--- src/hw/rtl/deq_pkg.sv ---
// Shared types and codes for the double-ended queue.
// Holds the operation and status encodings used by the top level.
// No dependencies.
package deq_pkg;

	localparam int KIND_W   = 3;
	localparam int STATUS_W = 2;

	typedef enum logic [KIND_W-1:0] {
		OP_PUSH_BACK  = 3'd0,
		OP_PUSH_FRONT = 3'd1,
		OP_POP_FRONT  = 3'd2,
		OP_POP_BACK   = 3'd3,
		OP_CLEAR      = 3'd4
	} op_t;

	typedef enum logic [STATUS_W-1:0] {
		ST_OK    = 2'd0,
		ST_UNDER = 2'd1,
		ST_OVER  = 2'd2
	} status_t;

endpackage

--- src/hw/rtl/deq_ram.sv ---
// Generic synchronous RAM: one write port and two read ports.
// Read data is registered and returns the old contents on a same-address write.
// No dependencies.
module deq_ram #(
	parameter int WIDTH = 8,
	parameter int DEPTH = 16
) (
	input  logic                     clk,
	input  logic                     we,
	input  logic [$clog2(DEPTH)-1:0] waddr,
	input  logic [WIDTH-1:0]         wdata,
	input  logic [$clog2(DEPTH)-1:0] raddr_a,
	input  logic [$clog2(DEPTH)-1:0] raddr_b,
	output logic [WIDTH-1:0]         rdata_a,
	output logic [WIDTH-1:0]         rdata_b
);

	logic [WIDTH-1:0] mem_q [DEPTH];

	always_ff @(posedge clk) begin
		if (we) begin
			mem_q[waddr] <= wdata;
		end
		rdata_a <= mem_q[raddr_a];
		rdata_b <= mem_q[raddr_b];
	end

endmodule

--- src/hw/rtl/double_ended_queue.sv ---
// Double-ended queue kept as a ring buffer in a two-read-port RAM.
// An accepted request moves to a read state while the RAM reads the new front and back
// entries; the result register is loaded on leaving it. No new request is taken in the
// read state or while an earlier result is held on the output and not taken. Reset
// clears the head pointer and the element count; the RAM contents are not cleared.
// Depends on deq_pkg and deq_ram.
module double_ended_queue #(
	parameter int DEPTH      = 16,
	parameter int DATA_WIDTH = 8
) (
	input  logic                                 clk,
	input  logic                                 arst_n,
	input  logic                                 s_tvalid,
	output logic                                 s_tready,
	// value
	input  logic [((DATA_WIDTH+7)/8)*8-1:0]      s_tdata,
	// kind
	input  logic [deq_pkg::KIND_W-1:0]           s_tuser,
	output logic                                 m_tvalid,
	input  logic                                 m_tready,
	// front_value, back_value, count, empty_res, status
	output logic [((2*DATA_WIDTH+$clog2(DEPTH+1)+1+deq_pkg::STATUS_W+7)/8)*8-1:0]
	                                             m_tdata
);
	import deq_pkg::*;

	localparam int AW       = $clog2(DEPTH);
	localparam int CW       = $clog2(DEPTH + 1);
	localparam int SW       = AW + 1;
	localparam int OUT_BITS = 2 * DATA_WIDTH + CW + 1 + STATUS_W;

	typedef enum logic {
		S_IDLE,
		S_READ
	} state_t;

	state_t                state_q;
	logic [AW-1:0]         head_q;
	logic [CW-1:0]         count_q;
	logic                  accept;

	// Next-state values of the accepted request.
	op_t                   op;
	logic [DATA_WIDTH-1:0] value;
	logic [AW-1:0]         head_inc;
	logic [AW-1:0]         head_dec;
	logic [AW-1:0]         tail_pos;
	logic [AW-1:0]         head_n;
	logic [CW-1:0]         count_n;
	status_t               status_n;
	logic                  we;
	logic [AW-1:0]         waddr;
	logic [AW-1:0]         back_addr;

	// Stage one: waiting on the RAM read.
	logic [CW-1:0]         count_s1;
	status_t               status_s1;
	logic                  fwd_front_s1;
	logic                  fwd_back_s1;
	logic [DATA_WIDTH-1:0] wdata_s1;
	logic [DATA_WIDTH-1:0] rdata_front;
	logic [DATA_WIDTH-1:0] rdata_back;

	// Output register.
	logic [DATA_WIDTH-1:0] front_q;
	logic [DATA_WIDTH-1:0] back_q;
	logic [CW-1:0]         count_out_q;
	logic                  empty_q;
	status_t               status_q;

	function automatic logic [AW-1:0] wrap(input logic [SW-1:0] s);
		logic [SW-1:0] r;
		r = (s >= SW'(DEPTH)) ? s - SW'(DEPTH) : s;
		return r[AW-1:0];
	endfunction

	assign s_tready = (state_q == S_IDLE) && (!m_tvalid || m_tready);
	assign accept   = s_tvalid && s_tready;
	assign op       = op_t'(s_tuser);
	assign value    = s_tdata[DATA_WIDTH-1:0];

	assign head_inc = (head_q == AW'(DEPTH - 1)) ? '0 : head_q + 1'b1;
	assign head_dec = (head_q == '0) ? AW'(DEPTH - 1) : head_q - 1'b1;
	assign tail_pos = wrap(SW'(head_q) + SW'(count_q));

	always_comb begin
		head_n   = head_q;
		count_n  = count_q;
		status_n = ST_OK;
		we       = 1'b0;
		waddr    = tail_pos;
		unique case (op)
			OP_PUSH_BACK: begin
				if (count_q == CW'(DEPTH)) begin
					status_n = ST_OVER;
				end else begin
					we      = 1'b1;
					count_n = count_q + 1'b1;
				end
			end
			OP_PUSH_FRONT: begin
				waddr = head_dec;
				if (count_q == CW'(DEPTH)) begin
					status_n = ST_OVER;
				end else begin
					we      = 1'b1;
					head_n  = head_dec;
					count_n = count_q + 1'b1;
				end
			end
			OP_POP_FRONT: begin
				if (count_q == '0) begin
					status_n = ST_UNDER;
				end else begin
					head_n  = head_inc;
					count_n = count_q - 1'b1;
				end
			end
			OP_POP_BACK: begin
				if (count_q == '0) begin
					status_n = ST_UNDER;
				end else begin
					count_n = count_q - 1'b1;
				end
			end
			OP_CLEAR: begin
				head_n  = '0;
				count_n = '0;
			end
			default: begin
			end
		endcase
	end

	// When the queue is empty this address is meaningless; the result masks it.
	assign back_addr = wrap(SW'(head_n) + SW'(count_n) - 1'b1);

	deq_ram #(
		.WIDTH (DATA_WIDTH),
		.DEPTH (DEPTH)
	) u_ram (
		.clk     (clk),
		.we      (accept && we),
		.waddr   (waddr),
		.wdata   (value),
		.raddr_a (head_n),
		.raddr_b (back_addr),
		.rdata_a (rdata_front),
		.rdata_b (rdata_back)
	);

	always_ff @(posedge clk or negedge arst_n) begin
		if (!arst_n) begin
			state_q  <= S_IDLE;
			head_q   <= '0;
			count_q  <= '0;
			m_tvalid <= 1'b0;
		end else begin
			if (m_tvalid && m_tready) begin
				m_tvalid <= 1'b0;
			end
			unique case (state_q)
				S_IDLE: begin
					if (accept) begin
						head_q  <= head_n;
						count_q <= count_n;
						state_q <= S_READ;
					end
				end
				S_READ: begin
					m_tvalid <= 1'b1;
					state_q  <= S_IDLE;
				end
				default: state_q <= S_IDLE;
			endcase
		end
	end

	// The RAM returns old data on a same-cycle write, so the pushed value is
	// forwarded when it lands on the front or back position.
	always_ff @(posedge clk) begin
		if (accept) begin
			count_s1     <= count_n;
			status_s1    <= status_n;
			wdata_s1     <= value;
			fwd_front_s1 <= we && (waddr == head_n);
			fwd_back_s1  <= we && (waddr == back_addr);
		end
		if (state_q == S_READ) begin
			if (count_s1 == '0) begin
				front_q <= '0;
				back_q  <= '0;
			end else begin
				front_q <= fwd_front_s1 ? wdata_s1 : rdata_front;
				back_q  <= fwd_back_s1 ? wdata_s1 : rdata_back;
			end
			count_out_q <= count_s1;
			empty_q     <= (count_s1 == '0);
			status_q    <= status_s1;
		end
	end

	always_comb begin
		m_tdata                 = '0;
		m_tdata[OUT_BITS-1:0]   = {status_q, empty_q, count_out_q, back_q, front_q};
	end

	a_count_bound: assert property (@(posedge clk) disable iff (!arst_n)
		(count_q <= CW'(DEPTH)) && (head_q <= AW'(DEPTH - 1)))
		else $error("queue pointer or count out of range");

	a_accept_then_read: assert property (@(posedge clk) disable iff (!arst_n)
		accept |=> (state_q == S_READ) && !m_tvalid)
		else $error("accepted request did not move to the read cycle");

	a_result_after_read: assert property (@(posedge clk) disable iff (!arst_n)
		$rose(m_tvalid) |-> $past(state_q == S_READ))
		else $error("result raised without a read cycle");

	a_underflow_empty: assert property (@(posedge clk) disable iff (!arst_n)
		(m_tvalid && status_q == ST_UNDER) |-> (empty_q && count_out_q == '0))
		else $error("underflow reported on a non-empty queue");

	a_empty_zero: assert property (@(posedge clk) disable iff (!arst_n)
		(m_tvalid && empty_q) |-> (front_q == '0 && back_q == '0))
		else $error("empty queue reported non-zero elements");

endmodule
--- config.mk ---
export PLATFORM = sky130hd
export DESIGN_NAME = double_ended_queue
export DESIGN_NICKNAME = d
export VERILOG_FILES = /design/src/hw/rtl/deq_pkg.sv /design/src/hw/rtl/deq_ram.sv /design/src/hw/rtl/double_ended_queue.sv
export SDC_FILE = /design/constraint.sdc
export NUM_CORES = 1
export LEC_CHECK = 0
export BUFFER_PORTS_ARGS = -buffer_cell sky130_fd_sc_hd__buf_2
export CAP_MARGIN = 5
export CORE_UTILIZATION = 30
export CTS_BUF_LIST = sky130_fd_sc_hd__clkbuf_8 sky130_fd_sc_hd__clkbuf_16
export CTS_CLUSTER_SIZE = 16
export DETAILED_ROUTE_END_ITERATION = 8
export PLACE_DENSITY = 0.44
export SLEW_MARGIN = 30
export SYNTH_ARGS = -nofsm -noshare
export SYNTH_HDL_FRONTEND = slang
export SYNTH_SLANG_ARGS = --single-unit
--- constraint.sdc ---
create_clock -name clk -period 5.2 [get_ports clk]
set_input_delay 0.26 -clock clk [delete_from_list [all_inputs] [get_ports clk]]
set_output_delay 0.26 -clock clk [all_outputs]
set_load 0.01 [all_outputs]
==> reports/results.ini <==
[hold_path]
hp-class = input pin to flop
hp-start = s_tvalid

[timing]
setup_viol = 0
setup_ws_ns = 0.841
fin_hold_ws_ns = 0.0566
period_needed_ns = 4.36
final.setup.tns_ns = 0
post-route-period-util = 0.838
max_freq_mhz = 229
hold_viol_final = 0
clock-skew-final_ns = 0.0220
rsz0062_at_grt = false
maxSlewViolCount = 0
tightest_slew_ns = 0.796
relSlewSlack = 0.469

[routing]
firstDrtPassIters = 5
drcViolationCount = 0
vias = 5471
drt-total-wl_mm = 24.5
wl_per_cell_um = 22.6
drt-vias-per-instance = 5.05
postRouteAntennaNets = 0
drt_iter0_drc = 412

[floorplan]
core-area_mm2 = 0.0309
die_width_um = 180
row_count = 64
start_util = 0.308
fp.dieArea_mm2 = 0.0324
die_h_um = 180
ios = 41

[cts]
root_buffer = clkbuf_16
cts_tree = done
cts.sinks = 196
clk_pin_slew_ns = 0.09
cts-resized-gates = 0
h-tree-depth = 4
cts_buffer_depth = 2
clk_latency_ns = 0.44
cts_made_buffers = 17

[synth]
synth_xor_area_frac = 0.0157
async_reset_ff_frac = 0.0561
netlist-cell-type-count = 63
syn_inst = 634
synth_warnings = 0
synth_top_family_by_area = multiplexers
synth_compound_area_frac = 0.0325
synth-edff-count = 169
synth_ff_type = edfxtp_1
yosys.area_share.simple = 0.0563
synth-adder-area-share = 0.0200
muxShareOfSynthArea = 0.250
syn_area_per_cell_um2 = 15.0
syn_nets = 663
synth_seq_area_share = 0.596
syn-cell-area_mm2 = 0.00951
synth_seq_cells = 196

[global_route]
grt_pass1_vias = 5688
gr-usage-met2 = 0.260
track_usage = 0.157
grt_busiest_layer = met2
grt_max_degree = 38
antenna_found_initial = 1
use_met3 = 0.0309
use_met1 = 0.215
overflow = 0
grt_pass1_wl_mm = 36.9

[finish]
diodes = 0
final_common_cell = edfxtp_1
layout-drive-gt1-share = 0.215
nets = 704
fin_cells = 1084
final_core_util = 0.350
regArea_mm2 = 0.00567
nFillCells = 2985
area_growth_pct = 13.7
multi_input_area_mm2 = 0.00360
most-common-layout-cells = edfxtp_1, mux2i_1, buf_2

[power]
swShare = 0.401
clkPwrFrac = 0.175
combPwrFrac = 0.543
leakagePower_nw = 3.89
power.density_mw_per_mm2 = 690
ir_drop_v = 0.000438
power.internal_w = 0.00447
p_sw_w = 0.00299
pwr-share-seq = 0.282

[placed_design]
port-buffer-count = 40
pre_cts_slack_ns = 0.885
dp_hpwl_mm = 16.3
place.gp.congestion = 0.805
placed_cells = 1051

[worst_setup_path]
path_cells = inv_1 > ha_1 > nor4b_2 > nor2_1 > a32oi_1 > mux2i_1 > inv_1 > ha_1 > fa_1 > xnor2_1 > nand4_1 > or2_2 > mux2i_1
start_kind = flop
crit_fanout = 8
crit_buf_inv = 2
worst_setup_path_end_kind = flop
critPathArrivalTime_ns = 4.64
cp_slowest_stage_delay_ns = 0.90
cp.required_ns = 5.48
startpoint = count_q[1]
path_delay_family = adder cells
path_class = flop to flop
worst_r2r_startpoint = count_q[1]
critPathSlowestCell = fa_1

[flow_run]
maxCapViolations = 0

[outcome]
status = complete, no violations

[cell type report]
class | count | area share
well taps | 396 | 0.0458
flip-flops and latches | 196 | 0.525
multi-input cells | 380 | 0.333
clock inverters | 15 | 0.0155
repair buffers | 62 | 0.0352
inverters | 18 | 0.00625
clock buffers | 17 | 0.0393
[layer usage]
| metal | wire [um] | vias to the layer above |
|---|---|---|
| met4 | 146 | 2 |
| li1 | - | 2515 |
| met5 | 9 | - |
| met2 | 11900 | 120 |
| met3 | 850 | 12 |
| met1 | 11600 | 2822 |
[cells by family after synthesis]
logic type,count (synthesis)
multiplexers,197
flip-flops,196
adder cells (fa/ha/maj),14
AND/OR/NAND/NOR,109
buffers and inverters,58
XOR/XNOR,14
AO/OA/AOI/OAI,46
[Yosys cell counts, types with 2 or more instances]
master    count  area [um2]
o21ai_0      10        50.1
edfxtp_1    169        5070
buf_1         4        15.0
ha_1         12         150
and3_1        2        12.5
and2_1        4        25.0
a21oi_1       8        40.0
or2_2         2        12.5
a32oi_1       2        17.5
inv_1        17        63.8
nor2b_1       2        12.5
clkbuf_1     17        63.8
xnor2_1      10        87.6
a22oi_1       2        15.0
nor2_1       44         165
nand2b_1      7        43.8
buf_6         5        56.3
or4_1         2        15.0
mux2_2        7        78.8
a31oi_1       4        25.0
dfxtp_1      16         320
nand3b_1      2        15.0
dfrtp_1      11         275
nand3_1       5        25.0
buf_2        12        60.1
buf_4         2        15.0
a21o_1        2        15.0
mux2i_1     158        1580
xor2_1        2        17.5
mux4_2       32         721
nand2_1      25        93.8
nor3_1        4        20.0
o21ai_1       2        10.0
fa_1          2        40.0
[power groups by stage]
stage               clock network [W]  registers [W]  logic, W
finish                        0.00131        0.00210   0.00405
CTS                           0.00134        0.00211   0.00415
floorplan                           0        0.00206   0.00315
detailed placement                  0        0.00214   0.00413
global placement                    0        0.00214   0.00407
global route                  0.00141        0.00213   0.00440
[registers in the layout (all words and copies together), names as in the netlist]
signal,count
head_q,4
count_s1,5
u_ram.rdata_b,8
fwd_back_s1,1
wdata_s1,8
back_q,8
status_s1,2
m_tvalid,1
status_q,2
count_q,5
empty_q,1
u_ram.mem_q,128
state_q,1
count_out_q,5
u_ram.rdata_a,8
fwd_front_s1,1
front_q,8
[worst register-to-register path, cell delays in order (launching register included)]
cell and delay (ns):
dfrtp_1 0.44, inv_1 0.21, ha_1 0.23, nor4b_2 0.46, nor2_1 0.25, a32oi_1 0.29, mux2i_1 0.31, inv_1 0.10
ha_1 0.31, fa_1 0.90, xnor2_1 0.18, nand4_1 0.12, or2_2 0.29, mux2i_1 0.12
[metrics by stage]
step                      area [um2]  total power, W
after floorplan                 9510         0.00521
after global placement         10200         0.00621
after detailed placement       10200         0.00627
after CTS                      10800         0.00759
after global routing           10800         0.00793
final                          10800         0.00746
[final timing paths]
kind | slack [ns] | endpoint | cells past startpoint
setup / recovery | 0.84 | fwd_back_s1 | 13
hold / removal | 0.06 | state_q | 2
setup reg to reg | 0.84 | fwd_back_s1 | 13
hold reg to reg | 0.42 | status_q[0] | 0
max in group asynchronous | 4.70 | state_q | 2
min in group asynchronous | 0.23 | count_q[1] | 2
[what timing repair did]
item	in CTS	in global routing
buffers inserted	0	0
hold buffers	1	0
endpoints found under the hold margin	11	0
No activity file was read; power rests on OpenSTA's default activity.
